## src/sv/intermittent_wiper_controller_unit_assert.svh

```systemverilog
// Assertion macros for the wiper controller RTL.
`ifndef INTERMITTENT_WIPER_CONTROLLER_UNIT_ASSERT_SVH
`define INTERMITTENT_WIPER_CONTROLLER_UNIT_ASSERT_SVH

// Clocked check that is switched off while reset is asserted.
`define IWC_ASSERT(lbl, prop, msg) \
  lbl: assert property (@(posedge clk) disable iff (!rst_n) prop) else $error(msg);

// Clocked check that also holds across reset.
`define IWC_ASSERT_ALWAYS(lbl, prop, msg) \
  lbl: assert property (@(posedge clk) prop) else $error(msg);

`endif

```

## src/sv/iwc_pkg.sv

```systemverilog
`timescale 1ns / 1ps

package iwc_pkg;

  // Configuration register indexes.
  localparam logic [1:0] CFG_DEBOUNCE_MS   = 2'd0;
  localparam logic [1:0] CFG_INTERVAL_STEP = 2'd1;
  localparam logic [1:0] CFG_MS_PER_SECOND = 2'd2;

  localparam int unsigned CFG_IDX_W  = 2;
  localparam int unsigned CFG_DATA_W = 16;

  // Reset values of the configuration registers.
  localparam logic [15:0] DEBOUNCE_RST = 16'd250;
  localparam logic [4:0]  STEP_RST     = 5'd3;
  localparam logic [9:0]  MSPS_RST     = 10'd1000;

  typedef enum logic [1:0] {
    MODE_INTERVAL = 2'd0,
    MODE_SLOW     = 2'd1,
    MODE_FAST     = 2'd2
  } mode_t;

  typedef struct packed {
    logic [15:0] debounce_ms;
    logic [4:0]  interval_step;
    logic [9:0]  ms_per_second;
  } cfg_t;

  typedef struct packed {
    logic       button_press;
    logic       zero_cross;
    logic       toggle_interval;
    logic       toggle_fast;
    logic [7:0] position_switches;
  } in_t;

  typedef struct packed {
    logic       motor_slow;
    logic       motor_fast;
    logic       status_led;
    logic [1:0] sweep_mode;
    logic [7:0] seconds_left;
  } out_t;

  // Highest set switch wins; with no switch set, position 8 is used.
  function automatic logic [3:0] sel_position(input logic [7:0] sw);
    logic [3:0] pos;
    pos = 4'd8;
    for (int k = 0; k < 8; k++) begin
      if (sw[k]) begin
        pos = 4'(k + 1);
      end
    end
    return pos;
  endfunction

endpackage

```

## src/sv/iwc_cfg.sv

```systemverilog
`timescale 1ns / 1ps

module iwc_cfg import iwc_pkg::*; (
  input  logic                  clk,
  input  logic                  rst_n,
  input  logic                  cfg_we,
  input  logic [CFG_IDX_W-1:0]  cfg_index,
  input  logic [CFG_DATA_W-1:0] cfg_wdata,
  output cfg_t                  cfg
);

  cfg_t cfg_r;
  cfg_t cfg_nxt;

  always_comb begin
    cfg_nxt = cfg_r;
    if (cfg_we) begin
      unique case (cfg_index)
        CFG_DEBOUNCE_MS:   cfg_nxt.debounce_ms   = cfg_wdata;
        CFG_INTERVAL_STEP: cfg_nxt.interval_step = cfg_wdata[4:0];
        CFG_MS_PER_SECOND: cfg_nxt.ms_per_second = cfg_wdata[9:0];
        default:           cfg_nxt = cfg_r;
      endcase
    end
  end

  always_ff @(posedge clk) begin
    if (!rst_n) begin
      cfg_r.debounce_ms   <= DEBOUNCE_RST;
      cfg_r.interval_step <= STEP_RST;
      cfg_r.ms_per_second <= MSPS_RST;
    end else begin
      cfg_r <= cfg_nxt;
    end
  end

  assign cfg = cfg_r;

endmodule

```

## src/sv/iwc_core.sv

```systemverilog
`timescale 1ns / 1ps

module iwc_core import iwc_pkg::*; (
  input  logic clk,
  input  logic rst_n,
  input  logic fire,
  input  in_t  item,
  input  cfg_t cfg,
  output out_t result
);

  logic [15:0] ms_count_r,   ms_count_nxt;
  logic [15:0] last_press_r, last_press_nxt;
  logic [9:0]  presc_r,      presc_nxt;
  logic        unit_on_r,    unit_on_nxt;
  mode_t       mode_r,       mode_nxt;
  logic [7:0]  pause_r,      pause_nxt;
  logic        slow_r,       slow_nxt;
  logic        fast_r,       fast_nxt;

  logic [15:0] elapsed;
  logic [9:0]  period;
  logic [9:0]  presc_inc;
  logic [8:0]  reload;

  assign elapsed   = ms_count_r - last_press_r;
  assign period    = (cfg.ms_per_second == '0) ? 10'd1 : cfg.ms_per_second;
  assign presc_inc = presc_r + 10'd1;
  assign reload    = cfg.interval_step * sel_position(item.position_switches);

  always_comb begin
    ms_count_nxt   = ms_count_r + 16'd1;
    last_press_nxt = last_press_r;
    unit_on_nxt    = unit_on_r;
    mode_nxt       = mode_r;
    pause_nxt      = pause_r;
    slow_nxt       = slow_r;
    fast_nxt       = fast_r;
    presc_nxt      = presc_inc;

    // An on/off press counts only once the debounce window has passed.
    if (item.button_press && (elapsed > cfg.debounce_ms)) begin
      last_press_nxt = ms_count_r;
      unit_on_nxt    = !unit_on_r;
    end

    // At park the motor stops when off or pausing between wipes.
    if (item.zero_cross && (!unit_on_nxt || mode_r == MODE_INTERVAL)) begin
      slow_nxt = 1'b0;
      fast_nxt = 1'b0;
    end

    if (presc_inc >= period) begin
      presc_nxt = '0;
      if (pause_r != '0) begin
        pause_nxt = pause_r - 8'd1;
      end
    end

    if (unit_on_nxt) begin
      if (item.toggle_interval) begin
        mode_nxt = MODE_INTERVAL;
      end else if (item.toggle_fast) begin
        mode_nxt = MODE_FAST;
      end else begin
        mode_nxt = MODE_SLOW;
      end

      case (mode_nxt)
        MODE_INTERVAL: begin
          if (pause_nxt == '0) begin
            pause_nxt = reload[7:0];
            slow_nxt  = 1'b1;
            fast_nxt  = 1'b0;
          end
        end
        MODE_FAST: begin
          slow_nxt = 1'b0;
          fast_nxt = 1'b1;
        end
        default: begin
          slow_nxt = 1'b1;
          fast_nxt = 1'b0;
        end
      endcase
    end
  end

  always_ff @(posedge clk) begin
    if (!rst_n) begin
      ms_count_r   <= '0;
      last_press_r <= '0;
      presc_r      <= '0;
      unit_on_r    <= 1'b0;
      mode_r       <= MODE_SLOW;
      pause_r      <= '0;
      slow_r       <= 1'b0;
      fast_r       <= 1'b0;
    end else if (fire) begin
      ms_count_r   <= ms_count_nxt;
      last_press_r <= last_press_nxt;
      presc_r      <= presc_nxt;
      unit_on_r    <= unit_on_nxt;
      mode_r       <= mode_nxt;
      pause_r      <= pause_nxt;
      slow_r       <= slow_nxt;
      fast_r       <= fast_nxt;
    end
  end

  // The result reflects the state after this tick's update.
  always_comb begin
    result.motor_slow   = slow_nxt;
    result.motor_fast   = fast_nxt;
    result.status_led   = unit_on_nxt;
    result.sweep_mode   = mode_nxt;
    result.seconds_left = pause_nxt;
  end

endmodule

```

## src/sv/intermittent_wiper_controller_unit.sv

```systemverilog
`timescale 1ns / 1ps
// Intermittent wiper controller. Each input request is one millisecond tick that
// carries the button and park events, the mode toggles and the interval switch.
// Every accepted request yields exactly one output request with the motor drives,
// the on/off status, the current mode and the seconds left in the interval pause.
// Configuration (debounce time, interval step, ticks per second) is written through
// the cfg_ port; the user must write it only while no request is in flight, which
// the block does not enforce. Writes take effect on the next edge. An accepted
// request waits in the input register until the result register is free; its result
// is then registered and shown on out_ with out_valid high. Throughput is one
// request per cycle while out_stall is low, set by the single pass of tick logic
// between the input and result registers. When the receiver raises out_stall the
// result holds and in_stall is high while the input register is full; no request
// is dropped. A synchronous reset (rst_n low) clears both valid flags, turns the
// unit off in slow mode with motors stopped and restores the default configuration.

module intermittent_wiper_controller_unit import iwc_pkg::*; (
  input  logic                  clk,
  input  logic                  rst_n,
  input  logic                  in_valid,
  output logic                  in_stall,
  input  in_t                   in_data,
  output logic                  out_valid,
  input  logic                  out_stall,
  output out_t                  out_data,
  input  logic                  cfg_we,
  input  logic [CFG_IDX_W-1:0]  cfg_index,
  input  logic [CFG_DATA_W-1:0] cfg_wdata
);

  cfg_t cfg;
  in_t  in_item_r;
  logic in_vld_r,  in_vld_nxt;
  out_t out_r;
  logic out_vld_r, out_vld_nxt;
  out_t result;
  logic out_free;
  logic fire;
  logic in_take;

  // The result register can take a new value when empty or being drained.
  assign out_free = !out_vld_r || !out_stall;
  assign fire     = in_vld_r && out_free;
  assign in_stall = in_vld_r && !out_free;
  assign in_take  = in_valid && !in_stall;

  assign in_vld_nxt  = in_take || (in_vld_r && !fire);
  assign out_vld_nxt = fire || (out_vld_r && out_stall);

  iwc_cfg u_cfg (
    .clk       (clk),
    .rst_n     (rst_n),
    .cfg_we    (cfg_we),
    .cfg_index (cfg_index),
    .cfg_wdata (cfg_wdata),
    .cfg       (cfg)
  );

  iwc_core u_core (
    .clk    (clk),
    .rst_n  (rst_n),
    .fire   (fire),
    .item   (in_item_r),
    .cfg    (cfg),
    .result (result)
  );

  always_ff @(posedge clk) begin
    if (!rst_n) begin
      in_vld_r  <= 1'b0;
      out_vld_r <= 1'b0;
    end else begin
      in_vld_r  <= in_vld_nxt;
      out_vld_r <= out_vld_nxt;
    end
  end

  // Payload registers load only when their stage advances.
  always_ff @(posedge clk) begin
    if (in_take) begin
      in_item_r <= in_data;
    end
    if (fire) begin
      out_r <= result;
    end
  end

  assign out_valid = out_vld_r;
  assign out_data  = out_r;

`include "intermittent_wiper_controller_unit_assert.svh"

  // A processed tick always lands in the result register.
  `IWC_ASSERT(a_fire_shows, fire |=> out_vld_r, "processed tick did not reach the output")
  // A waiting tick is kept while the output side is blocked.
  `IWC_ASSERT(a_in_kept, (in_vld_r && !out_free) |=> in_vld_r, "waiting tick was dropped")
  // The two motor windings are never driven together.
  `IWC_ASSERT(a_one_winding, out_vld_r |-> !(out_r.motor_slow && out_r.motor_fast), "both driven")
  // Reset empties the result register.
  `IWC_ASSERT_ALWAYS(a_rst_empty, !rst_n |=> !out_vld_r, "output valid after reset")

endmodule

```

## config.mk

```make
export PLATFORM = sky130hd
export DESIGN_NAME = intermittent_wiper_controller_unit
export DESIGN_NICKNAME = d
export VERILOG_FILES = /design/src/sv/iwc_pkg.sv /design/src/sv/iwc_cfg.sv /design/src/sv/iwc_core.sv /design/src/sv/intermittent_wiper_controller_unit.sv
export VERILOG_INCLUDE_DIRS = /design/src /design/src/sv
export SDC_FILE = /design/constraint.sdc
export NUM_CORES = 1
export LEC_CHECK = 0
export BUFFER_PORTS_ARGS = -buffer_cell sky130_fd_sc_hd__clkbuf_2
export CORE_MARGIN = 1
export CORE_UTILIZATION = 32
export DETAILED_ROUTE_END_ITERATION = 10
export PLACE_DENSITY = 0.52
export SLEW_MARGIN = 20
export SYNTH_ARGS = -nofsm -noshare
export SYNTH_HDL_FRONTEND = slang
export SYNTH_SLANG_ARGS = --single-unit
```

## constraint.sdc

```tcl
create_clock -name clk -period 4.9 [get_ports clk]
set_input_delay 0.245 -clock clk [delete_from_list [all_inputs] [get_ports clk]]
set_output_delay 0.245 -clock clk [all_outputs]
set_load 0.02 [all_outputs]
```

==> out/metrics.cfg <==
[timing]
setup_slack_ns = 0.385
skew_ns = 0.0146
slew_violations = 0
tightest_slew_ns = 0.796
timing.setup.tns_ns = 0
period_needed_ns = 4.52
fin_crit_sh_pct = 92.1
relSlewSlack_pct = 46.5
finalHoldViolCount = 0
clock.fmax_ghz = 0.221
grt_setup_unrepaired = no
setup_viol = 0

[layout]
stdcell_area_mm2 = 0.00798
area_growth_pct = 19.7
antennaDiodeCount = 0
drive_gt1_share_pct = 12.8
fin_cells = 1132
final_common_cell = nand2_1
layout_common_cells = 90 x nand2_1, 88 x nor2_1, 88 x dfxtp_1
fin_nets = 947

[placed_design]
place_congestion = 0.796
place_ws_ns = -0.104
portBuffers = 49
dpl_cell_area_mm2 = 0.00721
place_hpwl_um = 11300
post-place-cells = 1087

[power_and_ir_drop]
power_switching_mw = 0.628
clkPwrFrac_pct = 48.9
swShare_pct = 24.9
p_leak_nw = 3.41
p_per_area_mw_per_mm2 = 317
p_int_mw = 1.90
total_power_mw = 2.53
ir_worst_vdd_mv = 0.249
comb_power_share_pct = 11.1
seqPwrFrac_pct = 40.0

[grt]
grt_start_max_net_pins = 59
first_global_vias = 5122
grt_pass1_wl_um = 26100
grt.total_usage_pct = 15.4
overflow = 0
grt_antenna_before_repair = 0

[floorplan]
rows = 52
die_h_um = 146
io_pins = 50
core_mm2 = 0.0203
die_x_um = 146
start_util_pct = 32.8
die_area_mm2 = 0.0214

[route]
antenna_left = 0
drc = 0
dr.pass1.iters = 4
vias = 5470
wire_per_inst_um = 13.9
drt_first_iter_violations = 190
routed_via_density = 4.83
routed_wl_um = 15700

[logic_synthesis]
ys_warn_count = 0
ys_ff_latch = 113
avgSynthCellArea_um2 = 8.47
synth-edff-count = 25
synthArstFlopShare_pct = 0
ys_types = 70
syn-num-nets = 885
ys_seq_area_share_pct = 37.7
synth_area_mm2 = 0.00667
ys.flop_type = dfxtp_1
synth_cells = 787

[worst_hold_path]
worstHoldStart = in_data[10]
worstHoldPathCells = 1
whs_endpoint = in_item_r[10]
min_path_type = input port to register

[clock_tree]
cts_inserted_buffers = 17
clock_latency_ns = 0.42
cts-root-buf = clkbuf_16
clock_path_buffers = 2
cts_tree = done
cts_max_level = 4
path_clk_slew_ns = 0.05
cts_sinks = 113

[worst_setup_path]
max_stage_delay_ns = 0.44
r2r_slack_ns = 0.38
regToRegEndpoint = u_core.mode_r[0]
cp-end-kind = register
critical_path_arrival_ns = 4.78
path_class = register to register
reg2reg_from = u_core.ms_count_r[0]
startpoint_type = register
cpMaxStageDelayCell = or4_1
cp_max_fo = 5
rr_worst_depth = 21
required_ns = 5.17
cp_cell_sequence = inv_1 -> ha_1 -> fa_1 -> nor2b_1 -> o21ai_0 -> a21boi_1 -> o211ai_1 -> a31oi_1 -> a21o_1 -> a21oi_1 -> xnor2_1 -> ha_1 -> nand4_1 -> or4_1 -> nand2_1 -> a31oi_4 -> xnor2_4 -> buf_4 -> mux2_2 -> nand2_1 -> nand3_1

[run_status]
outcome = finished, final reports clean

[flow_run]
drv_cap = 0

-- layer usage --
metal,global-route usage [%],wire (um),vias to the layer above
met4,5.57,170,0
met2,23.5,6790,76
met3,3.09,459,11
met1,21.3,8280,2510
li1,-,-,2873
met5,0,0,-
-- sequential cells by signal, summed over array words and instances, names as in the netlist --
register             flops
out_data                13
u_core.slow_r            1
in_item_r               12
u_cfg.cfg               31
u_core.ms_count_r       16
u_core.pause_r           8
u_core.fast_r            1
u_core.unit_on_r         1
u_core.mode_r            2
in_vld_r                 1
u_core.presc_r          10
out_valid                1
u_core.last_press_r     16
-- power by group through the flow --
stage | Sequential (mW) | Clock, mW | Combinational [mW]
global placement | 1.03 | 0 | 0.266
detailed placement | 1.03 | 0 | 0.264
global route | 1.01 | 1.31 | 0.316
floorplan | 1.03 | 0 | 0.183
finish | 1.01 | 1.24 | 0.280
CTS | 1.01 | 1.27 | 0.274
-- layout make-up --
type | instances | area (um2)
fill | 2130 | 12300
multi-input combinational | 578 | 3840
clock buffer | 23 | 488
clock inverter | 9 | 104
tap | 270 | 338
inverter | 68 | 255
timing repair buffer | 71 | 438
sequential | 113 | 2510
-- metrics by stage --
step | hold WS (ns) | utilization [%]
3_3_place_gp | 0.423 | 35.5
3_5_place_dp | 0.424 | 35.5
4_1_cts | 0.000919 | 39.0
5_1_grt | 0.00266 | 39.3
6_report | 0.0171 | 39.3
2_1_floorplan | 0.344 | -
-- cells by family after synthesis --
family / after synthesis / synth area share (%)
flops: 113 / 37.7
mux: 9 / 1.37
xor+xnor: 43 / 5.65
simple gates: 286 / 20.6
compound gates: 176 / 16.5
fa+ha+maj: 63 / 12.6
buf+inv: 97 / 5.58
-- Yosys cell counts, types with 2 or more instances --
cell / count / area share [%]
nand2_1: 90 / 5.1
a21o_1: 5 / 0.56
nor3_1: 10 / 0.75
a31oi_1: 11 / 1.0
buf_1: 3 / 0.17
nor2b_1: 4 / 0.38
ha_1: 56 / 11
fa_1: 7 / 2.1
xor2_1: 22 / 2.9
a41o_1: 2 / 0.30
o21bai_1: 3 / 0.34
or3_1: 8 / 0.75
a21oi_1: 72 / 5.4
nor4_1: 5 / 0.47
nand3_1: 18 / 1.4
nand3b_1: 9 / 1.0
nor2_1: 88 / 5.0
o21a_1: 6 / 0.68
mux2i_1: 8 / 1.2
o31ai_1: 2 / 0.23
xnor2_1: 21 / 2.8
inv_1: 66 / 3.7
dfxtp_1: 88 / 26
o211ai_1: 14 / 1.6
nand2b_1: 2 / 0.19
o2111a_1: 2 / 0.34
a22o_1: 2 / 0.26
a211oi_1: 6 / 0.68
clkbuf_1: 25 / 1.4
o21ai_0: 30 / 2.3
and2_1: 15 / 1.4
and3_1: 14 / 1.3
nand4_1: 6 / 0.56
nand3_2: 3 / 0.45
or2_2: 4 / 0.38
o31a_1: 2 / 0.26
edfxtp_1: 25 / 11
-- worst max-delay path by stage --
stage                             endpoint  slack (ns)  depth (start not counted)              startpoint
after floorplan               out_data[11]        0.59                         21    u_core.ms_count_r[0]
after global placement         out_data[0]        0.02                         19  u_core.last_press_r[1]
after detailed placement       out_data[0]       -0.10                         20    u_core.ms_count_r[0]
after CTS                      out_data[0]        0.19                         20    u_core.ms_count_r[0]
after global routing      u_core.mode_r[0]        0.02                         21    u_core.ms_count_r[0]
final                     u_core.mode_r[0]        0.38                         21    u_core.ms_count_r[0]
-- timing repair --
item                                   4_1_cts  5_1_grt
hold buffers                                11        0
buffers inserted                             0        1
endpoints found under the hold margin       11        0
setup endpoints to repair                    8       27
pin swaps                                    0        1
gates resized for setup                      1        7
cloned                                       0        1
-- worst max-delay path: cells and delay by family (launching register included) --
| kind | cells | cell delay (ns) |
|---|---|---|
| flip-flops | 1 | 0.42 |
| AO/OA/AOI/OAI | 7 | 0.99 |
| adder cells (fa/ha/maj) | 3 | 0.91 |
| XOR/XNOR | 2 | 0.44 |
| AND/OR/NAND/NOR | 6 | 1.02 |
| buffers and inverters | 2 | 0.24 |
| multiplexers | 1 | 0.34 |
Note: power is estimated with default switching activity, not from simulation.
